[src/rtl/ccas_pkg.sv]
// Package for the cooler condensate alarm supervisor.
// Holds the beat types, register indexes and reset values used by the register file, step logic and top level.
// Depends on nothing.
package ccas_pkg;

    localparam int unsigned DEFAULT_TIME_WIDTH = 32;
    localparam int unsigned CFG_INDEX_WIDTH    = 3;
    localparam int unsigned TEMP_WIDTH         = 16;
    localparam int unsigned THRESH_WIDTH       = 12;

    localparam logic [CFG_INDEX_WIDTH-1:0] CFG_POLL_INTERVAL   = 3'd0;
    localparam logic [CFG_INDEX_WIDTH-1:0] CFG_WATER_FULL_LIM  = 3'd1;
    localparam logic [CFG_INDEX_WIDTH-1:0] CFG_OFFLINE_LIM     = 3'd2;
    localparam logic [CFG_INDEX_WIDTH-1:0] CFG_OFF_DURATION    = 3'd3;
    localparam logic [CFG_INDEX_WIDTH-1:0] CFG_TEMP_DROP_THR   = 3'd4;
    localparam logic [CFG_INDEX_WIDTH-1:0] CFG_TOGGLE_CODE     = 3'd5;

    localparam logic [31:0]             RST_POLL_INTERVAL  = 32'd2000;
    localparam logic [31:0]             RST_WATER_FULL_LIM = 32'd60000;
    localparam logic [31:0]             RST_OFFLINE_LIM    = 32'd30000;
    localparam logic [31:0]             RST_OFF_DURATION   = 32'd5000;
    localparam logic [THRESH_WIDTH-1:0] RST_TEMP_DROP_THR  = 12'd48;
    localparam logic [31:0]             RST_TOGGLE_CODE    = 32'hFF00E710;

    typedef struct packed {
        logic                          cmd;
        logic [31:0]                   now_ms;
        logic                          tank_full;
        logic                          sample_valid;
        logic signed [TEMP_WIDTH-1:0]  temp_before;
        logic signed [TEMP_WIDTH-1:0]  temp_after;
        logic [31:0]                   user_code;
    } item_t;

    typedef struct packed {
        logic        ir_send;
        logic [31:0] ir_code;
        logic        alarm_start;
        logic        alarm_stop;
        logic        sensor_power_off;
        logic        sensor_power_on;
        logic        auto_toggle_locked;
        logic        alarm_active;
    } result_t;

    typedef struct packed {
        logic [CFG_INDEX_WIDTH-1:0] index;
        logic [31:0]                data;
    } cfg_beat_t;

    typedef struct packed {
        logic [31:0]             poll_interval_ms;
        logic [31:0]             water_full_limit_ms;
        logic [31:0]             sensor_offline_limit_ms;
        logic [31:0]             sensor_off_duration_ms;
        logic [THRESH_WIDTH-1:0] temp_drop_threshold;
        logic [31:0]             toggle_code;
    } cfg_t;

endpackage

[src/rtl/ccas_stream_if.sv]
// Valid/ready channel interface used for the item, result and configuration channels.
// The payload type is a parameter; the concrete types come from ccas_pkg.
interface ccas_stream_if #(
    parameter type payload_t = logic
);
    logic     valid;
    logic     ready;
    payload_t payload;

    modport source (output valid, output payload, input ready);
    modport sink   (input valid, input payload, output ready);
endinterface

[src/rtl/ccas_cfg_regs.sv]
// Configuration register file of the condensate alarm supervisor.
// Depends on ccas_pkg for the register indexes and reset values.
module ccas_cfg_regs (
    input  logic               clk,
    input  logic               rst_n,
    input  logic               wr_en,
    input  ccas_pkg::cfg_beat_t wr_beat,
    output ccas_pkg::cfg_t      cfg
);
    import ccas_pkg::*;

    cfg_t cfg_reg;
    cfg_t cfg_next;

    // Writes to indexes beyond the list are dropped.
    always_comb
    begin
        cfg_next = cfg_reg;
        if (wr_en)
        begin
            unique case (wr_beat.index)
                CFG_POLL_INTERVAL:  cfg_next.poll_interval_ms        = wr_beat.data;
                CFG_WATER_FULL_LIM: cfg_next.water_full_limit_ms     = wr_beat.data;
                CFG_OFFLINE_LIM:    cfg_next.sensor_offline_limit_ms = wr_beat.data;
                CFG_OFF_DURATION:   cfg_next.sensor_off_duration_ms  = wr_beat.data;
                CFG_TEMP_DROP_THR:  cfg_next.temp_drop_threshold     =
                                        wr_beat.data[THRESH_WIDTH-1:0];
                CFG_TOGGLE_CODE:    cfg_next.toggle_code             = wr_beat.data;
                default:            cfg_next = cfg_reg;
            endcase
        end
    end

    always_ff @(posedge clk or negedge rst_n)
    begin
        if (!rst_n)
        begin
            cfg_reg.poll_interval_ms        <= RST_POLL_INTERVAL;
            cfg_reg.water_full_limit_ms     <= RST_WATER_FULL_LIM;
            cfg_reg.sensor_offline_limit_ms <= RST_OFFLINE_LIM;
            cfg_reg.sensor_off_duration_ms  <= RST_OFF_DURATION;
            cfg_reg.temp_drop_threshold     <= RST_TEMP_DROP_THR;
            cfg_reg.toggle_code             <= RST_TOGGLE_CODE;
        end
        else
        begin
            cfg_reg <= cfg_next;
        end
    end

    assign cfg = cfg_reg;

endmodule

[src/rtl/ccas_ctrl.sv]
// Supervisor state and the single-pass step logic that turns one item into one result.
// Depends on ccas_pkg for the item, result and configuration types.
module ccas_ctrl #(
    parameter int unsigned TIME_WIDTH = ccas_pkg::DEFAULT_TIME_WIDTH
) (
    input  logic              clk,
    input  logic              rst_n,
    input  logic              step_en,
    input  ccas_pkg::item_t   item,
    input  ccas_pkg::cfg_t    cfg,
    output ccas_pkg::result_t res
);
    import ccas_pkg::*;

    localparam int unsigned CMP_WIDTH  = (TIME_WIDTH > 32) ? TIME_WIDTH : 32;
    localparam int unsigned DROP_WIDTH = TEMP_WIDTH + 2;

    logic [TIME_WIDTH-1:0] ltnf_reg, ltnf_next;
    logic [TIME_WIDTH-1:0] lpt_reg, lpt_next;
    logic [TIME_WIDTH-1:0] lsg_reg, lsg_next;
    logic [TIME_WIDTH-1:0] rst_time_reg, rst_time_next;
    logic signed [TEMP_WIDTH-1:0] hb_reg, hb_next;
    logic signed [TEMP_WIDTH-1:0] ha_reg, ha_next;
    logic alarm_reg, alarm_next;
    logic resetting_reg, resetting_next;
    logic poll_failed_reg, poll_failed_next;
    logic lock_reg, lock_next;

    logic [TIME_WIDTH-1:0]        now_t;
    logic signed [DROP_WIDTH-1:0] drop;
    logic signed [DROP_WIDTH-1:0] thresh;

    // Wrapping elapsed time, then a strict compare against a 32-bit limit.
    function automatic logic past_limit(
        input logic [TIME_WIDTH-1:0] now_v,
        input logic [TIME_WIDTH-1:0] then_v,
        input logic [31:0]           limit
    );
        logic [TIME_WIDTH-1:0] diff;
        diff = now_v - then_v;
        return CMP_WIDTH'(diff) > CMP_WIDTH'(limit);
    endfunction

    assign now_t  = TIME_WIDTH'(item.now_ms);
    assign drop   = DROP_WIDTH'(hb_next) - DROP_WIDTH'(ha_next);
    assign thresh = $signed({{(DROP_WIDTH-THRESH_WIDTH){1'b0}}, cfg.temp_drop_threshold});

    always_comb
    begin
        ltnf_next        = ltnf_reg;
        lpt_next         = lpt_reg;
        lsg_next         = lsg_reg;
        rst_time_next    = rst_time_reg;
        hb_next          = hb_reg;
        ha_next          = ha_reg;
        alarm_next       = alarm_reg;
        resetting_next   = resetting_reg;
        poll_failed_next = poll_failed_reg;
        lock_next        = lock_reg;
        res              = '0;

        if (item.cmd)
        begin
            if (item.user_code != 32'd0)
            begin
                if (item.user_code == cfg.toggle_code)
                begin
                    lock_next = 1'b0;
                end
                res.ir_send = 1'b1;
                res.ir_code = item.user_code;
            end
        end
        else
        begin
            if (!item.tank_full)
            begin
                ltnf_next = now_t;
                if (alarm_reg)
                begin
                    alarm_next     = 1'b0;
                    res.alarm_stop = 1'b1;
                end
            end
            if (!resetting_reg)
            begin
                if (past_limit(now_t, lpt_reg, cfg.poll_interval_ms))
                begin
                    lpt_next = now_t;
                    if (item.sample_valid)
                    begin
                        hb_next          = item.temp_before;
                        ha_next          = item.temp_after;
                        poll_failed_next = 1'b0;
                    end
                    else
                    begin
                        poll_failed_next = 1'b1;
                    end
                end
                if (!poll_failed_next)
                begin
                    lsg_next = now_t;
                    // The tank is full on this path, so its timestamp and the alarm
                    // flag are still the stored values.
                    if ((drop > thresh) && item.tank_full)
                    begin
                        if (!alarm_reg)
                        begin
                            alarm_next      = 1'b1;
                            res.alarm_start = 1'b1;
                        end
                        else if (past_limit(now_t, ltnf_reg, cfg.water_full_limit_ms))
                        begin
                            if (!lock_reg)
                            begin
                                res.ir_send = 1'b1;
                                res.ir_code = cfg.toggle_code;
                            end
                            lock_next = 1'b1;
                        end
                    end
                end
                else if (past_limit(now_t, lsg_reg, cfg.sensor_offline_limit_ms))
                begin
                    res.sensor_power_off = 1'b1;
                    resetting_next       = 1'b1;
                    rst_time_next        = now_t;
                end
            end
            else if (past_limit(now_t, rst_time_reg, cfg.sensor_off_duration_ms))
            begin
                res.sensor_power_on = 1'b1;
                resetting_next      = 1'b0;
            end
        end

        res.auto_toggle_locked = lock_next;
        res.alarm_active       = alarm_next;
    end

    always_ff @(posedge clk or negedge rst_n)
    begin
        if (!rst_n)
        begin
            ltnf_reg        <= '0;
            lpt_reg         <= '0;
            lsg_reg         <= '0;
            rst_time_reg    <= '0;
            hb_reg          <= '0;
            ha_reg          <= '0;
            alarm_reg       <= 1'b0;
            resetting_reg   <= 1'b0;
            poll_failed_reg <= 1'b0;
            lock_reg        <= 1'b0;
        end
        else if (step_en)
        begin
            ltnf_reg        <= ltnf_next;
            lpt_reg         <= lpt_next;
            lsg_reg         <= lsg_next;
            rst_time_reg    <= rst_time_next;
            hb_reg          <= hb_next;
            ha_reg          <= ha_next;
            alarm_reg       <= alarm_next;
            resetting_reg   <= resetting_next;
            poll_failed_reg <= poll_failed_next;
            lock_reg        <= lock_next;
        end
    end

    a_start_edge: assert property (@(posedge clk) disable iff (!rst_n)
        step_en && res.alarm_start |=> alarm_reg && !$past(alarm_reg))
        else $error("alarm start without a rising alarm flag");

    a_power_excl: assert property (@(posedge clk) disable iff (!rst_n)
        !(res.sensor_power_off && res.sensor_power_on))
        else $error("sensor power switched off and on in one step");

    a_cmd_quiet: assert property (@(posedge clk) disable iff (!rst_n)
        step_en && item.cmd |=> $stable(alarm_reg) && $stable(resetting_reg)
                                && $stable(lpt_reg))
        else $error("user command changed tick state");

    a_resetting_no_raise: assert property (@(posedge clk) disable iff (!rst_n)
        step_en && resetting_reg |-> !res.alarm_start && !res.sensor_power_off)
        else $error("sampling work done while sensors are off");

endmodule

[src/rtl/cooler_condensate_alarm_supervisor_core.sv]
// Top level of the cooler condensate alarm supervisor.
// Depends on ccas_pkg, ccas_stream_if, ccas_cfg_regs and ccas_ctrl.
//
// Usage:
//   item   - sink channel; one beat is a periodic tick or a user infrared command.
//   result - source channel; exactly one result beat comes out for every item beat,
//            in the same order.
//   cfg    - sink channel for register writes (index, data). It is always ready,
//            and writes are meant to happen while no item is in flight.
// Each accepted item is held in an input register. When it moves on, the step
// logic computes the result and the new supervisor state in the same cycle, and
// the result lands in the output register, which presents it. The block takes one
// item per cycle as long as the receiver keeps taking results.
// The throughput is set by the single input register and single output register:
// the input register empties whenever the output register is free or its beat
// is being taken, so a new item is taken even while a result still waits.
// When the receiver stalls, the output holds its result and the input register
// fills; then item.ready drops until the receiver takes the waiting beat.
// Reset clears both register stages, the supervisor state (timestamps, held
// temperatures, alarm, sensor reset and lock flags) and loads the register
// reset values. No result is pending after reset.
module cooler_condensate_alarm_supervisor_core #(
    parameter int unsigned TIME_WIDTH = ccas_pkg::DEFAULT_TIME_WIDTH
) (
    input logic          clk,
    input logic          rst_n,
    ccas_stream_if.sink   item,
    ccas_stream_if.sink   cfg,
    ccas_stream_if.source result
);
    import ccas_pkg::*;

    logic    s1_valid_reg, s1_valid_next;
    item_t   s1_item_reg;
    logic    out_valid_reg, out_valid_next;
    result_t out_res_reg;

    logic    item_accept;
    logic    advance;
    cfg_t    cfg_q;
    result_t step_res;

    // The stored item moves on when the output register is empty or is being drained.
    assign advance     = s1_valid_reg && (!out_valid_reg || result.ready);
    assign item.ready  = !s1_valid_reg || advance;
    assign item_accept = item.valid && item.ready;

    assign cfg.ready = 1'b1;

    ccas_cfg_regs u_cfg_regs (
        .clk     (clk),
        .rst_n   (rst_n),
        .wr_en   (cfg.valid),
        .wr_beat (cfg.payload),
        .cfg     (cfg_q)
    );

    // The supervisor state only advances when its result is captured.
    ccas_ctrl #(
        .TIME_WIDTH (TIME_WIDTH)
    ) u_ctrl (
        .clk     (clk),
        .rst_n   (rst_n),
        .step_en (advance),
        .item    (s1_item_reg),
        .cfg     (cfg_q),
        .res     (step_res)
    );

    always_comb
    begin
        s1_valid_next = s1_valid_reg;
        if (item_accept)
        begin
            s1_valid_next = 1'b1;
        end
        else if (advance)
        begin
            s1_valid_next = 1'b0;
        end

        out_valid_next = out_valid_reg;
        if (advance)
        begin
            out_valid_next = 1'b1;
        end
        else if (result.ready)
        begin
            out_valid_next = 1'b0;
        end
    end

    always_ff @(posedge clk or negedge rst_n)
    begin
        if (!rst_n)
        begin
            s1_valid_reg  <= 1'b0;
            out_valid_reg <= 1'b0;
        end
        else
        begin
            s1_valid_reg  <= s1_valid_next;
            out_valid_reg <= out_valid_next;
        end
    end

    always_ff @(posedge clk)
    begin
        if (item_accept)
        begin
            s1_item_reg <= item.payload;
        end
        if (advance)
        begin
            out_res_reg <= step_res;
        end
    end

    assign result.valid   = out_valid_reg;
    assign result.payload = out_res_reg;

    a_stall_holds_input: assert property (@(posedge clk) disable iff (!rst_n)
        s1_valid_reg && !advance |=> s1_valid_reg && !$past(item_accept))
        else $error("input register lost or overwrote a waiting item");

    a_advance_fills_out: assert property (@(posedge clk) disable iff (!rst_n)
        advance |=> out_valid_reg)
        else $error("result register empty after a step");

    a_full_blocks_input: assert property (@(posedge clk) disable iff (!rst_n)
        s1_valid_reg && out_valid_reg && !result.ready |-> !item.ready)
        else $error("item taken while both stages are full and stalled");

endmodule

[src/flat_wrapper.sv]
// flat-port wrapper written by rule: the top's interface ports become plain ports
module cooler_condensate_alarm_supervisor_core_flat import ccas_pkg::*;
#(
    parameter int unsigned TIME_WIDTH = ccas_pkg::DEFAULT_TIME_WIDTH
)
  (clk, rst_n, item_valid, item_payload, item_ready, cfg_valid, cfg_payload, cfg_ready, result_valid, result_payload, result_ready);
  ccas_stream_if #(.payload_t(item_t)) item_i ();
  ccas_stream_if #(.payload_t(cfg_beat_t)) cfg_i ();
  ccas_stream_if #(.payload_t(result_t)) result_i ();
  input logic clk;
  input logic rst_n;
  input wire logic [$bits(item_i.valid)-1:0] item_valid;
  input wire logic [$bits(item_i.payload)-1:0] item_payload;
  output wire logic [$bits(item_i.ready)-1:0] item_ready;
  input wire logic [$bits(cfg_i.valid)-1:0] cfg_valid;
  input wire logic [$bits(cfg_i.payload)-1:0] cfg_payload;
  output wire logic [$bits(cfg_i.ready)-1:0] cfg_ready;
  output wire logic [$bits(result_i.valid)-1:0] result_valid;
  output wire logic [$bits(result_i.payload)-1:0] result_payload;
  input wire logic [$bits(result_i.ready)-1:0] result_ready;
  assign item_i.valid = item_valid;
  assign item_i.payload = item_payload;
  assign item_ready = item_i.ready;
  assign cfg_i.valid = cfg_valid;
  assign cfg_i.payload = cfg_payload;
  assign cfg_ready = cfg_i.ready;
  assign result_valid = result_i.valid;
  assign result_payload = result_i.payload;
  assign result_i.ready = result_ready;
  cooler_condensate_alarm_supervisor_core #(.TIME_WIDTH(TIME_WIDTH)) u_core (.clk(clk), .rst_n(rst_n), .item(item_i), .cfg(cfg_i), .result(result_i));
endmodule
[config.mk]
export PLATFORM = sky130hd
export DESIGN_NAME = cooler_condensate_alarm_supervisor_core_flat
export DESIGN_NICKNAME = d
export VERILOG_FILES = /design/src/rtl/ccas_pkg.sv /design/src/rtl/ccas_stream_if.sv /design/src/rtl/ccas_cfg_regs.sv /design/src/rtl/ccas_ctrl.sv /design/src/rtl/cooler_condensate_alarm_supervisor_core.sv /design/src/flat_wrapper.sv
export SDC_FILE = /design/constraint.sdc
export NUM_CORES = 1
export LEC_CHECK = 0
export ABC_CLOCK_PERIOD_IN_PS = 10100
export BUFFER_PORTS_ARGS = -buffer_cell sky130_fd_sc_hd__buf_2
export CORE_MARGIN = 2
export CORE_UTILIZATION = 55
export CTS_CLUSTER_SIZE = 8
export DETAILED_ROUTE_END_ITERATION = 6
export PLACE_DENSITY = 0.72
export SLEW_MARGIN = 15
export SYNTH_ARGS = -nofsm -noshare
export SYNTH_HDL_FRONTEND = slang
export SYNTH_SLANG_ARGS = --single-unit
[constraint.sdc]
create_clock -name clk -period 10.1 [get_ports clk]
set_clock_uncertainty 0.15 [all_clocks]
set_input_delay 1.01 -clock clk [delete_from_list [all_inputs] [get_ports clk]]
set_output_delay 1.01 -clock clk [all_outputs]
set_load 0.01 [all_outputs]
After elaboration in Yosys (flattened, before gate mapping)

Index checks and enable logic that the tools add are counted.

Flip-flop bits (word level): 476
Bits of input ports: 139
Output and inout port bits: 42
Logic and storage cells: 126

$add $sub $neg: 5
Magnitude comparators: 5
Equal/unequal tests: 6
Mux-type cells: 45
Bitwise logic cells: 5
Reductions and logical operators: 27

Operators by type and width:

| kind                 | count |
|---|---|
| $mux W33             | 5 |
| $gt A32 B32 Y1       | 4 |
| $mux W16             | 8 |
| $sub A32 B32 Y32     | 4 |
| $mux W34             | 3 |
| $eq A32 B32 Y1       | 1 |
| $reduce_bool A32 Y1  | 1 |
| $mux W1              | 29 |
| $gt A18 B13 Y1       | 1 |
| $sub A16 B16 Y17     | 1 |
| $reduce_and A2 Y1    | 7 |
| $reduce_and A4 Y1    | 2 |
| $eq A3 B2 Y1 const B | 2 |
| $eq A3 B3 Y1 const B | 2 |
| $reduce_and A3 Y1    | 2 |
| $reduce_or A2 Y1     | 3 |
| $not A1 Y1           | 5 |
| $reduce_and A5 Y1    | 1 |
| $reduce_bool A2 Y1   | 2 |
| $reduce_or A4 Y1     | 1 |
| $eq A3 B1 Y1 const B | 1 |
| $logic_and A1 B1 Y1  | 3 |
| $logic_not A3 Y1     | 1 |
| $logic_not A1 Y1     | 2 |
| $logic_or A1 B1 Y1   | 2 |

Depth between registers and ports, before layout

Gate-level depths: netlist (run 1).

Depth after elaboration: 12
Gate-level depth with buffers: 48
Depth with buffers taken out: 45

By module

A second synthesis (run 1) with hierarchy kept.

Cell total of the unflattened synthesis: 2673
Area total of the unflattened synthesis: 28841.4 um2

Modules (own cells, without submodules):

| module                                  | instances | cells each | area an instance (um2) | seq. area each (um2) |
|---|---|---|---|---|
| ccas_ctrl                               | 1         | 2156       | 18032.3                | 4103.9 |
| ccas_cfg_regs                           | 1         | 369        | 6550.0                 | 4356.7 |
| cooler_condensate_alarm_supervisor_core | 1         | 148        | 4259.1                 | 4194.0 |

Least setup slack after synthesis (run 1)

OpenSTA, ideal clock, no wires.

Kind: reg2reg
Start: register u_core.s1_item_reg[66] in the netlist's numbering
End: register u_core.out_res_reg (netlist bit u_core.result.payload[10]), data pin
Setup time: 0.256 ns
Arrival: 9.088 ns
Data required time: 9.694 ns
Path slack: 0.606 ns
Cell stages (with the launch flop): 45
Path buffers: 3
Period minus slack after synthesis: 9.494 ns
Cell sequence: edfxtp_1 -> inv_1 -> ha_1 -> inv_1 -> fa_1 -> a21o_1 -> a211oi_1 -> o21ai_1 -> a221o_1 -> a211o_1 -> a31oi_1 -> a21oi_1 -> a21oi_1 -> o21ai_0 -> xor2_1 -> ha_1 -> nand4_4 -> nor4_4 -> [... 9 more ...] -> nand3_1 -> a21oi_2 -> or2_4 -> o21ai_0 -> nand2b_1 -> a21oi_1 -> xnor2_1 -> ha_1 -> o21a_1 -> a21oi_1 -> o2bb2ai_1 -> a211o_1 -> o311ai_2 -> o2111ai_1 -> and4bb_1 -> buf_6 -> buf_8 -> a22o_1

RTL lines:

| what                   | line                                           | source |
|---|---|---|
| start, declared        | cooler_condensate_alarm_supervisor_core.sv:34  | `item_t s1_item_reg;` |
| start signal, assigned | cooler_condensate_alarm_supervisor_core.sv:111 | `s1_item_reg <= item.payload;` |
| end signal, assigned   | cooler_condensate_alarm_supervisor_core.sv:115 | `out_res_reg <= step_res;` |
| end, declared          | cooler_condensate_alarm_supervisor_core.sv:36  | `result_t out_res_reg;` |

==> results.yml, run 1 <==
sta:
  period_minus_slack_ns: 9.58
  hold_slack_ns: 0.243
  relSlewSlack: 0.243
  hold_viol: 0
  setup_viol: 0
  worstMarginPinSlew_ns: 1.13
  period_share: 0.949
  final.setup.worst_slack_ns: 0.519
  drv_slew: 0
  timing.fmax_mhz: 104
floorplanning:
  ios: 181
  start_util: 0.555
  die_h_um: 231
  fp.dieArea_um2: 53400
  coreArea_um2: 51100
  rows: 83
  die_x_um: 231
synth:
  seq_area_frac_synth: 0.447
  synthArstFlopShare: 0.710
  synth_edf_count: 138
  synth.distinct_cells: 99
  yosysWarnings: 0
  syn_area_per_cell_um2: 10.3
  synthCells: 2757
  synth_area_um2: 28300
  yosys.area.top_type_share: 0.261
  synth_top_area_cell: "dfrtp_1"
  netlist_top_cells_area: "dfrtp_1 (26%), edfxtp_1 (15%), ha_1 (12%)"
  synthFlopType: "dfrtp_1"
  syn_nets: 3180
  ys_ff_latch: 476
clocking:
  root_buffer: "clkbuf_16"
  cts_buffers: 69
  cts_max_path_buffers: 3
  cts_tree: "done"
  clock_latency_ns: 0.61
  clkSinkCount: 476
  path_clk_slew_ns: 0.05
  ctsHtreeMaxLevel: 3
global_route:
  grt_use_met2: 0.490
  grt_pass1_vias: 21500
  grt-busiest-layer: "met2"
  grt_usage: 0.286
  grt-ovfl-total: 0
  antenna_found_initial: 2
  use_met1: 0.364
  grt_pass1_wl_um: 118000
  grt_util_met3: 0.0468
  grt_max_degree: 81
critical_path:
  critPathBufInv: 4
  critPathLaunchType: "flip-flop"
  crit_top_cell: "ha_1"
  worst_ep_arrival_time_ns: 9.77
  slowest_delay_ns: 0.43
  critical_path_required_ns: 10.28
  cpLargestDelayFamily: "compound AO/OA/AOI/OAI gates"
  critPathMaxFanout: 33
  slowest_stage: "a221o_1"
  worstSetupPathType: "flip-flop to flip-flop"
  cp-end-kind: "flip-flop"
hold_path:
  min-delay-path-class: "input port to async pin"
place:
  place_hpwl_um: 56300
  routabilityCongestion: 0.920
  dp_slack_ns: -0.172
  port-buffer-count: 179
power:
  p_total_mw: 10.8
  p_per_area_nw_per_um2: 332
  leakagePower_nw: 14.7
  ir_worst_vdd_uv: 176
final_layout:
  area_delta_synth_final_pct: 14.4
  nFillCells: 4150
  layout_commonest_cell: "inv_1"
  drive_gt1_frac: 0.182
  nets: 3415
  largest_reg_flops: 172
  mostFrequentLayoutCells: "inv_1 (298), dfrtp_1 (296), ha_1 (278)"
drt:
  firstDrtPassIters: 5
  wirelength_um: 75900
  via_per_inst: 5.77
  route.detailed.drc: 0
  drt_iter0_markers: 1366
  vias: 21500
  avgRoutedWirePerCell_um: 20.4
  drtAntennaViolNets: 0
status:
  status: "complete, no violations"
run:
  drv_cap: 0
-- layout make-up --
type	instances	area, um2	area share
diodes	3	7.51	0.000232
clock inverters	7	103	0.00317
clock buffers	117	1920	0.0591
multi-input cells	1914	14400	0.445
repair buffers	232	1320	0.0408
flip-flops and latches	476	12700	0.390
inverters	299	1120	0.0346
well taps	680	851	0.0262
-- kinds of logic (layout without fill, tap and decap cells) --
| family | after synthesis | in the layout | synth area share |
|---|---|---|---|
| and+or+nand+nor | 635 | 635 | 0.109 |
| AOI/OAI and AO/OA | 654 | 654 | 0.145 |
| other | 1 | 4 | 0.000132 |
| buffers and inverters | 367 | 655 | 0.0512 |
| adders and majority gates | 284 | 284 | 0.127 |
| xor gates and xnor gates | 145 | 145 | 0.0448 |
| muxes | 195 | 195 | 0.0768 |
| DFF | 476 | 476 | 0.447 |
-- metrics by stage --
| step | instance area [um2] | TNS (ns) | utilization | std cells |
|---|---|---|---|---|
| 6_report | 32400 | 0 | 0.634 | 3728 |
| 5_1_grt | 32400 | -0.907 | 0.634 | 3726 |
| 4_1_cts | 32200 | 0 | 0.630 | 3714 |
| 3_5_place_dp | 30100 | -5.00 | 0.590 | 3590 |
| 3_3_place_gp | 30100 | 0 | 0.590 | 3590 |
| 2_1_floorplan | 28300 | 0 | - | 2757 |
-- metal layers --
metal / up-vias / wire length (um) / part of all wire
li1: 10200 / - / -
met2: 580 / 37300 / 0.49
met3: 168 / 3760 / 0.050
met1: 10500 / 32100 / 0.42
met5: - / 0 / 0
met4: 0 / 2730 / 0.036
-- cells in the mapped netlist, types with 10 or more instances --
cell type and instances:
and3_1 17, a22o_1 32, a21o_1 71, ha_1 279, o21ai_1 22, a211oi_1 10, and2_1 10, nor3_1 35
xor2_1 29, clkbuf_1 51, nor4_1 17, mux2_2 136, mux2_1 43, o21ai_0 209, mux2i_1 16, nand2_1 270
dfstp_2 42, o211ai_1 17, nand2b_1 24, nor2b_1 20, nor2_1 113, o21bai_1 14, xnor2_1 116, o21a_1 47
dfrtp_1 296, a31oi_1 15, nand3_1 30, a21oi_1 143, edfxtp_1 138, inv_1 298, nand4_1 45
-- worst reg2reg max path: cells and delay by family, from the launching register on --
family / cells / cell delay, ns
and+or+nand+nor: 9 / 2.00
AOI/OAI and AO/OA: 21 / 4.14
adders and majority gates: 5 / 1.54
xor gates and xnor gates: 2 / 0.27
DFF: 1 / 0.41
muxes: 1 / 0.34
buffers and inverters: 4 / 0.47
-- where the power goes --
group | leakage [nW] | switching, mW | internal, mW
combinational | 8.39 | 3.26 | 2.55
clock | 0.959 | 0.886 | 1.29
sequential | 5.38 | 0.251 | 2.51
total | 14.7 | 4.40 | 6.36
-- timing repair --
| item | 4_1_cts | 5_1_grt |
|---|---|---|
| hold buffers | 0 | 0 |
| gates resized for setup | 4 | 30 |
| buffers inserted | 0 | 11 |
| setup endpoints to repair | 33 | 38 |
| pin swaps | 0 | 14 |
-- final timing paths --
kind                       depth (start not counted)  slack, ns                startpoint                   endpoint
setup / recovery                                  42       0.52    u_core.s1_item_reg[66]  u_core.result.payload[37]
hold / removal                                     1       0.24                     rst_n   u_core.u_ctrl.lsg_reg[5]
setup reg to reg                                  42       0.52    u_core.s1_item_reg[66]  u_core.result.payload[37]
hold reg to reg                                    2       0.31  u_core.u_ctrl.hb_reg[10]   u_core.u_ctrl.hb_reg[10]
max in group asynchronous                          3       7.47                     rst_n  u_core.u_cfg_regs.cfg[16]
min in group clk                                   2       0.31  u_core.u_ctrl.hb_reg[10]   u_core.u_ctrl.hb_reg[10]
Note: power is estimated with default switching activity, not from simulation.
==> inputs of run 2 (changes only) <==
--- a/config.mk
+++ b/config.mk
@@ -7,11 +7,13 @@
 export LEC_CHECK = 0
 export ABC_CLOCK_PERIOD_IN_PS = 10100
 export BUFFER_PORTS_ARGS = -buffer_cell sky130_fd_sc_hd__buf_2
+export CELL_PAD_IN_SITES_DETAIL_PLACEMENT = 0
+export CELL_PAD_IN_SITES_GLOBAL_PLACEMENT = 1
 export CORE_MARGIN = 2
-export CORE_UTILIZATION = 55
+export CORE_UTILIZATION = 44
 export CTS_CLUSTER_SIZE = 8
 export DETAILED_ROUTE_END_ITERATION = 6
-export PLACE_DENSITY = 0.72
+export PLACE_DENSITY = 0.73
 export SLEW_MARGIN = 15
 export SYNTH_ARGS = -nofsm -noshare
 export SYNTH_HDL_FRONTEND = slang
==> run 2 against run 1 <==
Sequential share of layout area shrank 0.31 points. Utilization shrank 12 points. Maximum frequency shrank 1.3%. Count of clock-buffer cells in the layout shrank 3. Non-clock buffer count shrank 3. Clock power grew 2%. Setup slack lost 0.13 ns. First-iteration DRC count grew 11%. Flip-flop and latch count is the same. Via count shrank 1.3%.
==> results.yml, run 2 (same netlist as run 1, synthesis figures left out) <==
power:
  p_comb_frac: 0.538
  ir_worst_vdd_uv: 144
  power_frac_clock: 0.206
  swShare: 0.408
  leakagePower_nw: 14.7
  p_per_area_nw_per_um2: 329
  p_seq_frac: 0.256
  p_int_mw: 6.37
  switchingPower_mw: 4.39
final_layout:
  nets: 3413
  stdcell_count: 3897
  final_util: 0.510
  layout_commonest_cell: "inv_1"
  area_delta_synth_final_pct: 15.3
  largest_reg_flops: 172
  mostFrequentLayoutCells: "inv_1 (298), dfrtp_1 (296), ha_1 (277)"
  drive_gt1_frac: 0.180
drt:
  avgRoutedWirePerCell_um: 20.2
  firstDrtPassIters: 5
  via_per_inst: 5.45
  wirelength_um: 78500
  drtAntennaViolNets: 0
  route.detailed.drc: 0
  vias: 21200
  drt_iter0_markers: 1514
clocking:
  clock_latency_ns: 0.62
  root_buffer: "clkbuf_16"
  cts_max_path_buffers: 3
  cts_buffers: 70
  ctsHtreeMaxLevel: 3
  clkSinkCount: 476
  path_clk_slew_ns: 0.05
  cts_tree: "done"
sta:
  worstMarginPinSlew_ns: 1.12
  drv_slew: 0
  relSlewSlack: 0.244
  period_share: 0.961
  final.setup.worst_slack_ns: 0.394
  hold_viol: 0
  setup_viol: 0
  fin_tns_setup_ns: 0
  period_minus_slack_ns: 9.71
  timing.fmax_mhz: 103
critical_path:
  slowest_delay_ns: 0.43
  worst_ep_arrival_time_ns: 9.91
  critPathMaxFanout: 33
  critical_path_required_ns: 10.30
  cp-end-kind: "flip-flop"
  critPathLaunchType: "flip-flop"
  worstSetupPathType: "flip-flop to flip-flop"
  slowest_stage: "or3b_4"
floorplanning:
  ios: 181
  die_h_um: 258
  rows: 93
  fp.dieArea_um2: 66500
  die_x_um: 258
  start_util: 0.442
  coreArea_um2: 64100
global_route:
  grt_usage: 0.237
  grt-ovfl-total: 0
  grt_pass1_wl_um: 122000
  antenna_found_initial: 2
  grt_max_degree: 130
  grt_pass1_vias: 21400
place:
  placed_cells: 3769
  port-buffer-count: 179
  dp_slack_ns: -0.235
  place_hpwl_um: 58500
  routabilityCongestion: 0.930
hold_path:
  min-delay-path-class: "input port to async pin"
status:
  status: "complete, no violations"
run:
  drv_cap: 0
[run 2: repair_timing]
item	in CTS	in global routing
endpoints found under the setup margin	33	38
resized for setup	7	24
pin swaps	0	12
cloned	0	0
hold buffers	0	0
setup buffers	0	4
[run 2: cell type report]
| cell class | count | area (um2) |
|---|---|---|
| Clock buffer | 114 | 1930 |
| Inverter | 299 | 1120 |
| Antenna cell | 2 | 5.00 |
| Clock inverter | 8 | 149 |
| Multi-Input combinational cell | 1914 | 14400 |
| Fill cell | 5828 | 31400 |
| Sequential cell | 476 | 12700 |
| Tap cell | 855 | 1070 |
| Timing Repair Buffer | 229 | 1310 |
[run 2: routing by layer]
layer | routed length, um | vias up | global-route usage | share of wire
met5 | 0 | - | 0 | 0
met4 | 2170 | 0 | 0.0723 | 0.028
met3 | 3550 | 126 | 0.0351 | 0.045
met2 | 36800 | 490 | 0.394 | 0.47
met1 | 36000 | 10400 | 0.321 | 0.46
li1 | - | 10200 | - | -
[run 2: final timing paths]
| check | end | cells past startpoint | from | slack (ns) |
|---|---|---|---|---|
| hold / removal | u_core.u_cfg_regs.cfg[78] | 1 | rst_n | 0.30 |
| max in group asynchronous | u_core.u_ctrl.lsg_reg[9] | 2 | rst_n | 8.10 |
| hold reg to reg | u_core.u_ctrl.hb_reg[3] | 2 | u_core.u_ctrl.hb_reg[3] | 0.32 |
| min in group clk | u_core.u_ctrl.hb_reg[3] | 2 | u_core.u_ctrl.hb_reg[3] | 0.32 |
| setup reg to reg | u_core.result.payload[14] | 44 | u_core.s1_item_reg[66] | 0.39 |
| setup / recovery | u_core.result.payload[14] | 44 | u_core.s1_item_reg[66] | 0.39 |
[run 2: power by group through the flow]
stage / Combinational [mW] / Sequential, mW / Clock (mW)
finish: 5.79 / 2.76 / 2.22
detailed placement: 5.57 / 2.78 / 0
global placement: 5.44 / 2.77 / 0
global route: 6.48 / 2.81 / 2.35
CTS: 5.65 / 2.75 / 2.27
floorplan: 4.23 / 2.72 / 0
[run 2: worst max-delay path, delay by kind of cell (launching register included)]
| family | cells | cell delay [ns] |
|---|---|---|
| buf+inv | 4 | 0.40 |
| flops | 1 | 0.40 |
| xor+xnor | 2 | 0.24 |
| compound gates | 22 | 4.40 |
| fa+ha+maj | 6 | 1.78 |
| mux | 1 | 0.25 |
| simple gates | 9 | 1.82 |
[run 2: per-stage QoR]
stage	hold slack (ns)	area [um2]	total power, mW
after global placement	0.302	30400	8.21
after detailed placement	0.308	30400	8.35
after floorplan	0.289	28300	6.95
final	0.304	32700	10.8
after global routing	0.346	32700	11.6
after CTS	0.318	32500	10.7
